### src/hw/rtl/hssp_pkg.sv
package hssp_pkg;

    localparam int POSITION_BITS_DEFAULT = 24;
    localparam int VALUE_BITS            = 24;
    localparam int INTERVAL_BITS         = 16;
    localparam int COIL_BITS             = 4;
    localparam int QUEUE_DEPTH           = 2;

    localparam logic [INTERVAL_BITS-1:0] STEP_INTERVAL_RESET = INTERVAL_BITS'(10);

    typedef enum logic [1:0] {
        CMD_TICK   = 2'd0,
        CMD_TARGET = 2'd1,
        CMD_LOAD   = 2'd2,
        CMD_UNUSED = 2'd3
    } cmd_t;

    typedef enum logic [1:0] {
        OP_NONE,
        OP_TICK,
        OP_TARGET,
        OP_LOAD
    } op_kind_t;

    typedef struct packed {
        logic [1:0]                   cmd;
        logic signed [VALUE_BITS-1:0] value;
    } cmd_item_t;

    typedef struct packed {
        logic [COIL_BITS-1:0]         coils;
        logic signed [VALUE_BITS-1:0] position;
        logic                         stepped;
        logic                         at_target;
    } rsp_item_t;

    typedef struct packed {
        op_kind_t                     kind;
        logic signed [VALUE_BITS-1:0] value;
    } op_t;

    function automatic logic [COIL_BITS-1:0] half_step_coils(input logic [2:0] phase);
        logic [COIL_BITS-1:0] pattern;
        unique case (phase)
            3'd0:    pattern = 4'h8;
            3'd1:    pattern = 4'hC;
            3'd2:    pattern = 4'h4;
            3'd3:    pattern = 4'h6;
            3'd4:    pattern = 4'h2;
            3'd5:    pattern = 4'h3;
            3'd6:    pattern = 4'h1;
            default: pattern = 4'h9;
        endcase
        return pattern;
    endfunction

endpackage

### src/hw/rtl/half_step_stepper_positioner_core.sv
// path: a command is written to the queue, then popped into the result register
// throughput: one item per cycle while the receiver does not stall; the position,
// target and interval counter update in the back end, behind a two-entry queue
// reset: asynchronous, active low; position, target and counter clear to zero,
// coils off, step interval 10, queue and result register empty
module half_step_stepper_positioner_core
    import hssp_pkg::*;
#(
    parameter int POSITION_BITS = POSITION_BITS_DEFAULT
)
(
    input  logic                     clk,
    input  logic                     rst_n,
    input  logic                     interval_we,
    input  logic [INTERVAL_BITS-1:0] interval_data,
    input  logic                     cmd_valid,
    output logic                     cmd_stall,
    input  cmd_item_t                cmd_item,
    output logic                     rsp_valid,
    input  logic                     rsp_stall,
    output rsp_item_t                rsp_item
);

    logic queue_full;
    logic push;
    op_t  push_op;
    logic pop;
    logic queue_nonempty;
    op_t  pop_op;

    hssp_front u_front (
        .cmd_valid  (cmd_valid),
        .cmd_stall  (cmd_stall),
        .cmd_item   (cmd_item),
        .queue_full (queue_full),
        .push       (push),
        .push_op    (push_op)
    );

    hssp_queue u_queue (
        .clk      (clk),
        .rst_n    (rst_n),
        .push     (push),
        .push_op  (push_op),
        .full     (queue_full),
        .pop      (pop),
        .nonempty (queue_nonempty),
        .pop_op   (pop_op)
    );

    hssp_back #(
        .POSITION_BITS (POSITION_BITS)
    ) u_back (
        .clk           (clk),
        .rst_n         (rst_n),
        .interval_we   (interval_we),
        .interval_data (interval_data),
        .op_valid      (queue_nonempty),
        .op            (pop_op),
        .pop           (pop),
        .rsp_valid     (rsp_valid),
        .rsp_stall     (rsp_stall),
        .rsp_item      (rsp_item)
    );

endmodule

### src/hw/rtl/hssp_front.sv
module hssp_front
    import hssp_pkg::*;
(
    input  logic      cmd_valid,
    output logic      cmd_stall,
    input  cmd_item_t cmd_item,
    input  logic      queue_full,
    output logic      push,
    output op_t       push_op
);

    always_comb
    begin
        push_op.value = cmd_item.value;
        unique case (cmd_t'(cmd_item.cmd))
            CMD_TICK:   push_op.kind = OP_TICK;
            CMD_TARGET: push_op.kind = OP_TARGET;
            CMD_LOAD:   push_op.kind = OP_LOAD;
            default:    push_op.kind = OP_NONE;
        endcase
    end

    assign cmd_stall = queue_full;
    assign push      = cmd_valid && !queue_full;

endmodule

### src/hw/rtl/hssp_queue.sv
module hssp_queue
    import hssp_pkg::*;
(
    input  logic clk,
    input  logic rst_n,
    input  logic push,
    input  op_t  push_op,
    output logic full,
    input  logic pop,
    output logic nonempty,
    output op_t  pop_op
);

    localparam int PTR_W = (QUEUE_DEPTH > 1) ? $clog2(QUEUE_DEPTH) : 1;
    localparam int CNT_W = $clog2(QUEUE_DEPTH + 1);
    localparam logic [PTR_W-1:0] LAST = PTR_W'(QUEUE_DEPTH - 1);
    localparam logic [CNT_W-1:0] FULL_COUNT = CNT_W'(QUEUE_DEPTH);

    op_t              entries_reg [QUEUE_DEPTH];
    logic [PTR_W-1:0] wr_ptr_reg, wr_ptr_next;
    logic [PTR_W-1:0] rd_ptr_reg, rd_ptr_next;
    logic [CNT_W-1:0] count_reg, count_next;
    logic             do_push, do_pop;

    assign full     = (count_reg == FULL_COUNT);
    assign nonempty = (count_reg != '0);
    assign pop_op   = entries_reg[rd_ptr_reg];
    assign do_push  = push && !full;
    assign do_pop   = pop && nonempty;

    always_comb
    begin
        wr_ptr_next = wr_ptr_reg;
        rd_ptr_next = rd_ptr_reg;
        count_next  = count_reg;
        if (do_push)
        begin
            wr_ptr_next = (wr_ptr_reg == LAST) ? '0 : wr_ptr_reg + PTR_W'(1);
        end
        if (do_pop)
        begin
            rd_ptr_next = (rd_ptr_reg == LAST) ? '0 : rd_ptr_reg + PTR_W'(1);
        end
        if (do_push && !do_pop)
        begin
            count_next = count_reg + CNT_W'(1);
        end
        else if (do_pop && !do_push)
        begin
            count_next = count_reg - CNT_W'(1);
        end
    end

    always_ff @(posedge clk or negedge rst_n)
    begin
        if (!rst_n)
        begin
            wr_ptr_reg <= '0;
            rd_ptr_reg <= '0;
            count_reg  <= '0;
        end
        else
        begin
            wr_ptr_reg <= wr_ptr_next;
            rd_ptr_reg <= rd_ptr_next;
            count_reg  <= count_next;
        end
    end

    always_ff @(posedge clk)
    begin
        if (do_push)
        begin
            entries_reg[wr_ptr_reg] <= push_op;
        end
    end

endmodule

### src/hw/rtl/hssp_back.sv
module hssp_back
    import hssp_pkg::*;
#(
    parameter int POSITION_BITS = POSITION_BITS_DEFAULT
)
(
    input  logic                     clk,
    input  logic                     rst_n,
    input  logic                     interval_we,
    input  logic [INTERVAL_BITS-1:0] interval_data,
    input  logic                     op_valid,
    input  op_t                      op,
    output logic                     pop,
    output logic                     rsp_valid,
    input  logic                     rsp_stall,
    output rsp_item_t                rsp_item
);

    logic [INTERVAL_BITS-1:0]        interval_reg;
    logic signed [POSITION_BITS-1:0] pos_reg, pos_next;
    logic signed [POSITION_BITS-1:0] tgt_reg, tgt_next;
    logic [INTERVAL_BITS-1:0]        wait_reg, wait_next;
    logic [COIL_BITS-1:0]            coil_reg, coil_next;
    logic                            stepped_next;
    logic                            rsp_valid_reg;
    rsp_item_t                       rsp_item_reg;
    logic                            load_out;

    assign load_out  = !rsp_valid_reg || !rsp_stall;
    assign pop       = op_valid && load_out;
    assign rsp_valid = rsp_valid_reg;
    assign rsp_item  = rsp_item_reg;

    always_comb
    begin
        logic [INTERVAL_BITS-1:0]        limit;
        logic [INTERVAL_BITS-1:0]        wait_inc;
        logic signed [POSITION_BITS-1:0] loaded;
        limit        = (interval_reg == '0) ? INTERVAL_BITS'(1) : interval_reg;
        wait_inc     = (wait_reg < limit) ? wait_reg + INTERVAL_BITS'(1) : wait_reg;
        loaded       = POSITION_BITS'(op.value);
        pos_next     = pos_reg;
        tgt_next     = tgt_reg;
        wait_next    = wait_reg;
        coil_next    = coil_reg;
        stepped_next = 1'b0;
        unique case (op.kind)
            OP_TICK:
            begin
                wait_next = wait_inc;
                if (wait_inc >= limit && pos_reg != tgt_reg)
                begin
                    coil_next    = half_step_coils(pos_reg[2:0]);
                    pos_next     = (tgt_reg > pos_reg) ? pos_reg + POSITION_BITS'(1)
                                                       : pos_reg - POSITION_BITS'(1);
                    wait_next    = '0;
                    stepped_next = 1'b1;
                end
            end
            OP_TARGET:
            begin
                tgt_next = loaded;
            end
            OP_LOAD:
            begin
                pos_next = loaded;
                tgt_next = loaded;
            end
            default:
            begin
                pos_next = pos_reg;
            end
        endcase
    end

    always_ff @(posedge clk or negedge rst_n)
    begin
        if (!rst_n)
        begin
            interval_reg  <= STEP_INTERVAL_RESET;
            pos_reg       <= '0;
            tgt_reg       <= '0;
            wait_reg      <= '0;
            coil_reg      <= '0;
            rsp_valid_reg <= 1'b0;
        end
        else
        begin
            if (interval_we)
            begin
                interval_reg <= interval_data;
            end
            if (pop)
            begin
                pos_reg  <= pos_next;
                tgt_reg  <= tgt_next;
                wait_reg <= wait_next;
                coil_reg <= coil_next;
            end
            if (load_out)
            begin
                rsp_valid_reg <= op_valid;
            end
        end
    end

    always_ff @(posedge clk)
    begin
        if (pop)
        begin
            rsp_item_reg.coils     <= coil_next;
            rsp_item_reg.position  <= VALUE_BITS'(pos_next);
            rsp_item_reg.stepped   <= stepped_next;
            rsp_item_reg.at_target <= (pos_next == tgt_next);
        end
    end

endmodule

### config.mk
export PLATFORM = sky130hd
export DESIGN_NAME = half_step_stepper_positioner_core
export DESIGN_NICKNAME = d
export VERILOG_FILES = /design/src/hw/rtl/hssp_pkg.sv /design/src/hw/rtl/half_step_stepper_positioner_core.sv /design/src/hw/rtl/hssp_front.sv /design/src/hw/rtl/hssp_queue.sv /design/src/hw/rtl/hssp_back.sv
export SDC_FILE = /design/constraint.sdc
export NUM_CORES = 1
export LEC_CHECK = 0
export ABC_AREA = 1
export BUFFER_PORTS_ARGS = -buffer_cell sky130_fd_sc_hd__buf_2
export CORE_ASPECT_RATIO = 1.5
export CORE_MARGIN = 3
export CORE_UTILIZATION = 56
export DETAILED_ROUTE_END_ITERATION = 7
export PLACE_DENSITY = 0.84
export REMOVE_ABC_BUFFERS = 1
export SYNTH_ARGS = -nofsm -noshare
export SYNTH_HDL_FRONTEND = slang
export SYNTH_HIERARCHICAL = 1
export SYNTH_SLANG_ARGS = --single-unit
### constraint.sdc
create_clock -name clk -period 3.9 [get_ports clk]
set_input_delay 0.39 -clock clk [delete_from_list [all_inputs] [get_ports clk]]
set_output_delay 0.39 -clock clk [all_outputs]
set_load 0.01 [all_outputs]
==> results of run 1 <==
-- kinds of logic after synthesis --
logic type / Yosys count
xor gates and xnor gates: 23
DFF: 171
AOI/OAI and AO/OA: 199
and+or+nand+nor: 768
adders and majority gates: 83
buffers and inverters: 284
-- cell usage in the layout, fill, tap and decap left out, types with 3 or more instances in the layout --
| cell | synthesis | layout |
|---|---|---|
| nand2_4 | 1 | 17 |
| xnor2_1 | 3 | 3 |
| buf_4 | 26 | 216 |
| buf_6 | 4 | 33 |
| nor2_1 | 90 | 82 |
| nand3_1 | 120 | 75 |
| o21bai_1 | 3 | 3 |
| nand4_1 | 22 | 22 |
| nand3b_1 | 11 | 11 |
| nand3_4 | 1 | 14 |
| buf_8 | 2 | 4 |
| clkbuf_16 | 0 | 17 |
| inv_6 | 0 | 5 |
| a21oi_4 | 0 | 4 |
| inv_2 | 3 | 22 |
| inv_1 | 216 | 194 |
| ha_1 | 82 | 64 |
| o21ai_1 | 3 | 17 |
| nand3_2 | 5 | 37 |
| a22oi_1 | 14 | 14 |
| buf_2 | 6 | 78 |
| nor2_4 | 3 | 3 |
| a21oi_2 | 1 | 10 |
| xor2_1 | 20 | 20 |
| nand2_2 | 23 | 67 |
| bufinv_16 | 0 | 4 |
| o21ai_2 | 0 | 29 |
| a21oi_1 | 43 | 30 |
| ha_4 | 0 | 18 |
| buf_12 | 0 | 5 |
| nor2_2 | 2 | 10 |
| dfrtp_1 | 87 | 87 |
| inv_8 | 1 | 3 |
| edfxtp_1 | 82 | 82 |
| nor3_1 | 6 | 5 |
| o21ai_0 | 128 | 84 |
| nand2_1 | 475 | 416 |
-- worst max-delay path by stage --
stage / slack [ps] / endpoint / from / depth (start not counted)
after global placement: -380 / u_back/rsp_item[0]$_DFFE_PP_ / u_back/interval_reg[3]$_DFFE_PN1P_ / 30
after global routing: -1010 / u_back/rsp_item[0]$_DFFE_PP_ / u_back/interval_reg[13]$_DFFE_PN0P_ / 27
final: -830 / u_back/rsp_item[0]$_DFFE_PP_ / u_back/interval_reg[13]$_DFFE_PN0P_ / 27
after floorplan: -490 / u_back/wait_reg[0]$_DFFE_PN0P_ / u_back/wait_reg[9]$_DFFE_PN0P_ / 21
after detailed placement: -430 / u_back/rsp_item[0]$_DFFE_PP_ / u_back/interval_reg[9]$_DFFE_PN0P_ / 34
after CTS: -220 / u_back/rsp_item[0]$_DFFE_PP_ / u_back/interval_reg[9]$_DFFE_PN0P_ / 29
-- worst max-delay path, cell delays in order (launching register included) --
cell	delay, ps
dfrtp_1	370
inv_2	60
buf_4	160
ha_4	290
nand4_1	230
nor2_1	510
nand2_4	190
nand2_4	160
buf_4	130
nand2_1	80
nand2_2	80
inv_2	40
ha_4	260
nand4_1	150
nor3_4	330
nand3_2	140
nand3_4	220
buf_6	160
nand3_1	70
nand3_1	120
nand2_1	110
nand2_1	100
nand2_1	80
nor2_2	180
nand2_1	70
nor2_1	100
nand3_1	80
nor2_1	90
-- timing repair --
item,in CTS,in global routing
setup buffers,47,14
cloned,4,0
gates resized for setup,147,180
pin swaps,54,65
setup endpoints to repair,59,74
-- final cells by class --
type / instances / area, um^2
Clock inverter: 14 / 205.2
Sequential cell: 171 / 4692
Tap cell: 260 / 325.3
Fill cell: 1200 / 4274
Multi-Input combinational cell: 1075 / 6691
Inverter: 223 / 860.8
Timing Repair Buffer: 336 / 2544
Clock buffer: 18 / 429.2
-- metrics by stage --
step | setup slack, ps | TNS (ps) | cell area [um^2] | utilization
3_5_place_dp | -425.7 | -5021 | 13450 | 0.6720
5_1_grt | -1005 | -48600 | 15750 | 0.7865
6_report | -829.3 | -38300 | 15750 | 0.7865
3_3_place_gp | -377.1 | -1340 | 13450 | 0.6720
2_1_floorplan | -491.7 | -15400 | 11190 | -
4_1_cts | -222.3 | -1274 | 15070 | 0.7527
-- per-layer routing --
| layer | global-route usage | wire (um) | up-vias |
|---|---|---|---|
| li1 | - | - | 5548 |
| met1 | 0.3479 | 13480 | 5752 |
| met2 | 0.5880 | 20320 | 738 |
| met3 | 0.05860 | 2733 | 280 |
| met4 | 0.2426 | 3419 | 0 |
| met5 | 0 | 0 | - |
==> metrics.md, run 1 <==
| Metric | Value |
|---|---|
| Status | `finished, violations left` |
| Failing checks | `negative setup slack` |
| Worst-path fanout max | `6` |
| Max FFs per register | `between 50 and 60` |
| DP HPWL | `~25000 um` |
| Synth area leader | `edfxtp_1` |
| Starting Density | `0.5781` |
| Remaining global-route overflow | `0` |
| Relative slew slack | `0.2092` |
| Worst r2r dst | `u_back/rsp_item[0]$_DFFE_PP_` |
| Worst r2r src | `u_back/interval_reg[13]$_DFFE_PN0P_` |
| Post-Synth XOR/XNOR Area | `0.01741` |
| Clock Tree Buf Depth | `2` |
| Hold-fix buffer count after cts | `0` |
| Clk sink count | `between 150 and 200` |
| DR iter-0 viols | `1345` |
| Synthesis warning total | `6` |
| Ys async rst share | `0.5205` |
| Num rows | `63` |
| Arr. time, crit path | `~5000 ps` |
| Mux share of post-synthesis cell area | `0` |
| Adder-cell share of the synthesized area | `0.09038` |
| Synth top cells by count | `475 x nand2_1, 216 x inv_1, 128 x o21ai_0` |
| Drt via density | `a little under 6` |
| 1st-pass router iterations | `6` |
| Fin crit period | `around 4700 ps` |
| Largest net degree at the start of global routing | `63` |
| Fin crit share | `1.213` |
| Core box area | `around 0.02 mm^2` |
| DRC Markers | `0` |
| Library cells used by synthesis | `45` |
| WL final | `39960 um` |
| Cell Count Post-Placement | `between 2000 and 2500` |
| Hold Vio Cnt, Final | `0` |
| Number of synthesized flops with an enable pin | `around 80` |
| Synth Instances | `1528` |
| Gr usage total | `0.3337` |
| Routed vias | `12320` |
| CTS tree | `yes` |
| Largest cells by area after synthesis | `edfxtp_1 21%, dfrtp_1 19%, nand2_1 15%` |
| Die width | `roughly 120 um` |
| Maximum clock frequency | `approximately 210 MHz` |
| H-Tree Depth | `4` |
| Reg2reg setup slack | `-830 ps` |
| Clock root buffer | `clkbuf_16` |
| Startpoint types | `flip-flop` |
| Worst Max-Slew Pin Slew | `~1200 ps` |
| Total Die Area | `approximately 0.022 mm^2` |
| Layout Skew | `about 18 ps` |
| Insertion delay to the later sink of the worst-skew pair | `~450 ps` |
| Number of synthesized register bits | `around 170` |
| DRT antenna net count | `0` |
| Share of layout cells above drive strength 1 | `0.3348` |
| Final setup fails | `74` |
| Ant diodes | `0` |
| Synth Cell Area | `0.01157 mm^2` |
| Drt wl/cell | `around 19 um` |
| Post-synthesis simple-gate area fraction | `0.2880` |
| Main synth FF type | `dfrtp_1` |
| Reg2Reg Depth | `27` |
| Worst-path clk slew | `approximately 70 ps` |
| Vias in the first global route | `about 12000` |
| Top-count cell post-synth | `nand2_1` |
| Nets | `roughly 2000` |
| Area Overhead vs Synth | `36.06%` |
| Worst EP required | `approximately 4200 ps` |
| Slew Viols, Final | `0` |
| Post-Layout Cell Count | `about 2100` |
| Endpoint type of the worst setup path | `flip-flop` |
| Synth Area in Compound Gates | `0.09222` |
| Sequential area share after synthesis | `0.4054` |
| Largest family of logic cells by synthesized area | `simple AND/OR/NAND/NOR gates` |
| Die Ht | `182.1 um` |
| First-pass GRT wire length | `roughly 58000 um` |
| Share of the synthesized area in the top cell type | `0.2128` |
| Hold WS | `~2.1 ps` |
| GP Congestion | `just under 1` |
| Total CTS buffers | `17` |
| Port Buffers | `between 70 and 80` |
| Max-cap violations | `0` |
| Initial antenna violation count | `0` |
| Ports | `79` |
| Mean post-synth cell area | `between 7 and 8 um^2` |
| Category of the most critical setup path | `reg -> reg` |
| Worst Hold Class | `in -> async` |
| RSZ-0062 raised after global routing | `true` |
| Setup ws final | `-829.3 ps` |
Power of run 1 is left out: the tool's default activity adds up to more than one toggle a clock period on the data nets, which glitch-free logic cannot reach.
==> run 2, diff against run 1 <==
- SETUP_SLACK_MARGIN: default -> 0.02
==> run 2 against run 1 <==
  * The flow finishes with violations (design-rule violations, negative hold slack, negative setup slack)
  * Non-clock buffer count grew 1
  * Count of clock-buffer cells in the layout did not move
  * Die area unchanged
  * Via count grew 0.18%
  * Worst setup slack better by 150 ps
  * Sequential share of layout area barely moved
  * Core utilization down 0.12 points
  * Final cell count is essentially flat
  * Clock skew is 2.3 ps lower
  * Global-route usage up 0.59 points
  * Critical endpoint is now u_back/wait_reg[1]$_DFFE_PN0P_
==> metrics.md, run 2 (synthesized netlist as in run 1, its figures left out) <==
| Metric | Value |
|---|---|
| Status | `finished, violations left` |
| Failing checks | `design-rule violations, negative hold slack, negative setup slack` |
| Gr usage total | `0.3396 (+0.005882)` |
| Fin crit period | `4581 ps (-148.0 ps)` |
| DRT antenna net count | `0 (unchanged)` |
| Final Util | `0.7853 (-0.001188)` |
| Area of the multi-input gates | `0.006661 mm^2 (-0.45%)` |
| Maximum clock frequency | `218.3 MHz (+3.2%)` |
| RSZ-0062 raised after global routing | `true` |
| Nets | `1955 (+0.051%)` |
| Critical Path Most Common Cell | `nand2_4` |
| DR iter-0 viols | `1504 (+12%)` |
| Num rows | `63 (unchanged)` |
| Ports | `79 (unchanged)` |
| Drt wl/cell | `19.26 um (+1.1%)` |
| Relative slew slack | `0.2161 (+0.006983)` |
| Die width | `123.4 um (unchanged)` |
| Fillers | `1207 (+0.58%)` |
| Routed vias | `12340 (+0.18%)` |
| Arr. time, crit path | `4940 ps (-90 ps)` |
| Hold Vio Cnt, Final | `2 (+2)` |
| Drt via density | `5.882 (+0.13%)` |
| Hold WS | `-6.797 ps (-8.880 ps)` |
| 1st-pass router iterations | `8 (+2)` |
| Share of layout cells above drive strength 1 | `0.3330 (-0.001814)` |
| DRC Markers | `4 (+4)` |
| Area Overhead vs Synth | `35.86%` |
| Insertion delay to the later sink of the worst-skew pair | `450 ps (about the same)` |
| CTS tree | `yes` |
| Endpoint type of the worst setup path | `flip-flop` |
| Ant diodes | `0 (unchanged)` |
| Port Buffers | `78 (unchanged)` |
| Max-cap violations | `0 (unchanged)` |
| Worst-path clk slew | `70 ps (about the same)` |
| Total CTS buffers | `17 (unchanged)` |
| Clock root buffer | `clkbuf_16` |
| Most common cell after layout, fill and taps aside | `nand2_1` |
| Worst-path fanout max | `7 (+1)` |
| WL final | `40410 um (+1.1%)` |
| First-pass GRT wire length | `58990 um (+1.1%)` |
| Starting Density | `0.5781 (unchanged)` |
| Post-route cell area | `0.01572 mm^2 (-0.15%)` |
| Worst Hold Class | `in -> async` |
| Final setup fails | `73 (-1.4%)` |
| Initial antenna violation count | `0 (unchanged)` |
| Clk sink count | `171 (unchanged)` |
| Most frequent cells in the layout | `417 x nand2_1, 214 x buf_4, 195 x inv_1` |
| Total Die Area | `0.02246 mm^2 (unchanged)` |
| Reg2Reg Depth | `34 (+26%)` |
| GP Congestion | `0.9607 (unchanged)` |
| Core box area | `0.02002 mm^2 (unchanged)` |
| CP max stage cell | `dfrtp_1` |
| Sequential Area | `0.004692 mm^2 (unchanged)` |
| Max FFs per register | `52 (unchanged)` |
| Category of the most critical setup path | `reg -> reg` |
| Layout Skew | `16.16 ps (-2.258 ps)` |
| Slew Viols, Final | `0 (unchanged)` |
| Area of placed instances | `0.01345 mm^2 (unchanged)` |
| Setup ws final | `-681.3 ps (+148.0 ps)` |
| Die Ht | `182.1 um (unchanged)` |
| Clock Tree Buf Depth | `2 (unchanged)` |
| Vias in the first global route | `12010 (-0.27%)` |
| H-Tree Depth | `4 (unchanged)` |
| CP max stage delay | `370 ps (-140 ps)` |
| Startpoint types | `flip-flop` |
| Remaining global-route overflow | `0 (unchanged)` |
| DP HPWL | `24690 um (unchanged)` |
| Worst Max-Slew Pin Slew | `1174 ps (-10.46 ps)` |
| Largest net degree at the start of global routing | `63 (unchanged)` |
| Fin crit share | `1.175 (-0.03796)` |
| Aggregate negative setup slack | `-23260 ps (+15040 ps)` |
| Worst EP required | `4260 ps (+50 ps)` |
## run 2: through the flow
stage,cells,setup slack (ps)
after CTS,2089,-222.3
after global routing,2098,-795.8
after global placement,2009,-377.1
final,2098,-681.3
after detailed placement,2009,-425.7
after floorplan,1467,-491.7
## run 2: path summary, 6_finish.rpt
check | startpoint | endpoint | slack (ps)
setup / recovery | u_back/interval_reg[8]$_DFFE_PN0P_ | u_back/wait_reg[1]$_DFFE_PN0P_ | -680
hold / removal | rst_n | u_back/pos_reg[10]$_DFFE_PN0P_ | -7
min in group clk | cmd_item[19] | u_queue/entries_reg[1][19]$_DFFE_PP_ | 130
max in group asynchronous | rst_n | u_back/interval_reg[1]$_DFFE_PN1P_ | 3040
hold reg to reg | u_queue/count_reg[1]$_DFFE_PN0P_ | u_queue/count_reg[1]$_DFFE_PN0P_ | 520
setup reg to reg | u_back/interval_reg[8]$_DFFE_PN0P_ | u_back/wait_reg[1]$_DFFE_PN0P_ | -680
## run 2: critical path, delay by kind of cell, from the launching register on
family          cells  cell delay [ps]
simple gates       21             2410
flops               1              370
buf+inv             9             1110
compound gates      3              380
fa+ha+maj           1              200
## run 2: per-layer routing
metal	GRT usage	share of wire
met1	0.3580	0.34
met3	0.05488	0.068
met4	0.2381	0.086
met2	0.6017	0.51
met5	0	0
## run 2: timing repair
action                                 4_1_cts  5_1_grt
hold buffers                                 0        0
pin swaps                                   54       55
buffers inserted                            48       11
setup endpoints to repair                   66       74
resized for setup                          150      173
endpoints found under the hold margin        0        0
gates cloned                                 4        0
## run 2: layout make-up
cell class,instances,share of cell area
repair buffers,337,0.1622
inverters,223,0.05475
flip-flops and latches,171,0.2984
multi-input cells,1075,0.4237
clock buffers,18,0.02729
well taps,260,0.02069
clock inverters,14,0.01305
Power of run 2 is left out for the same reason.
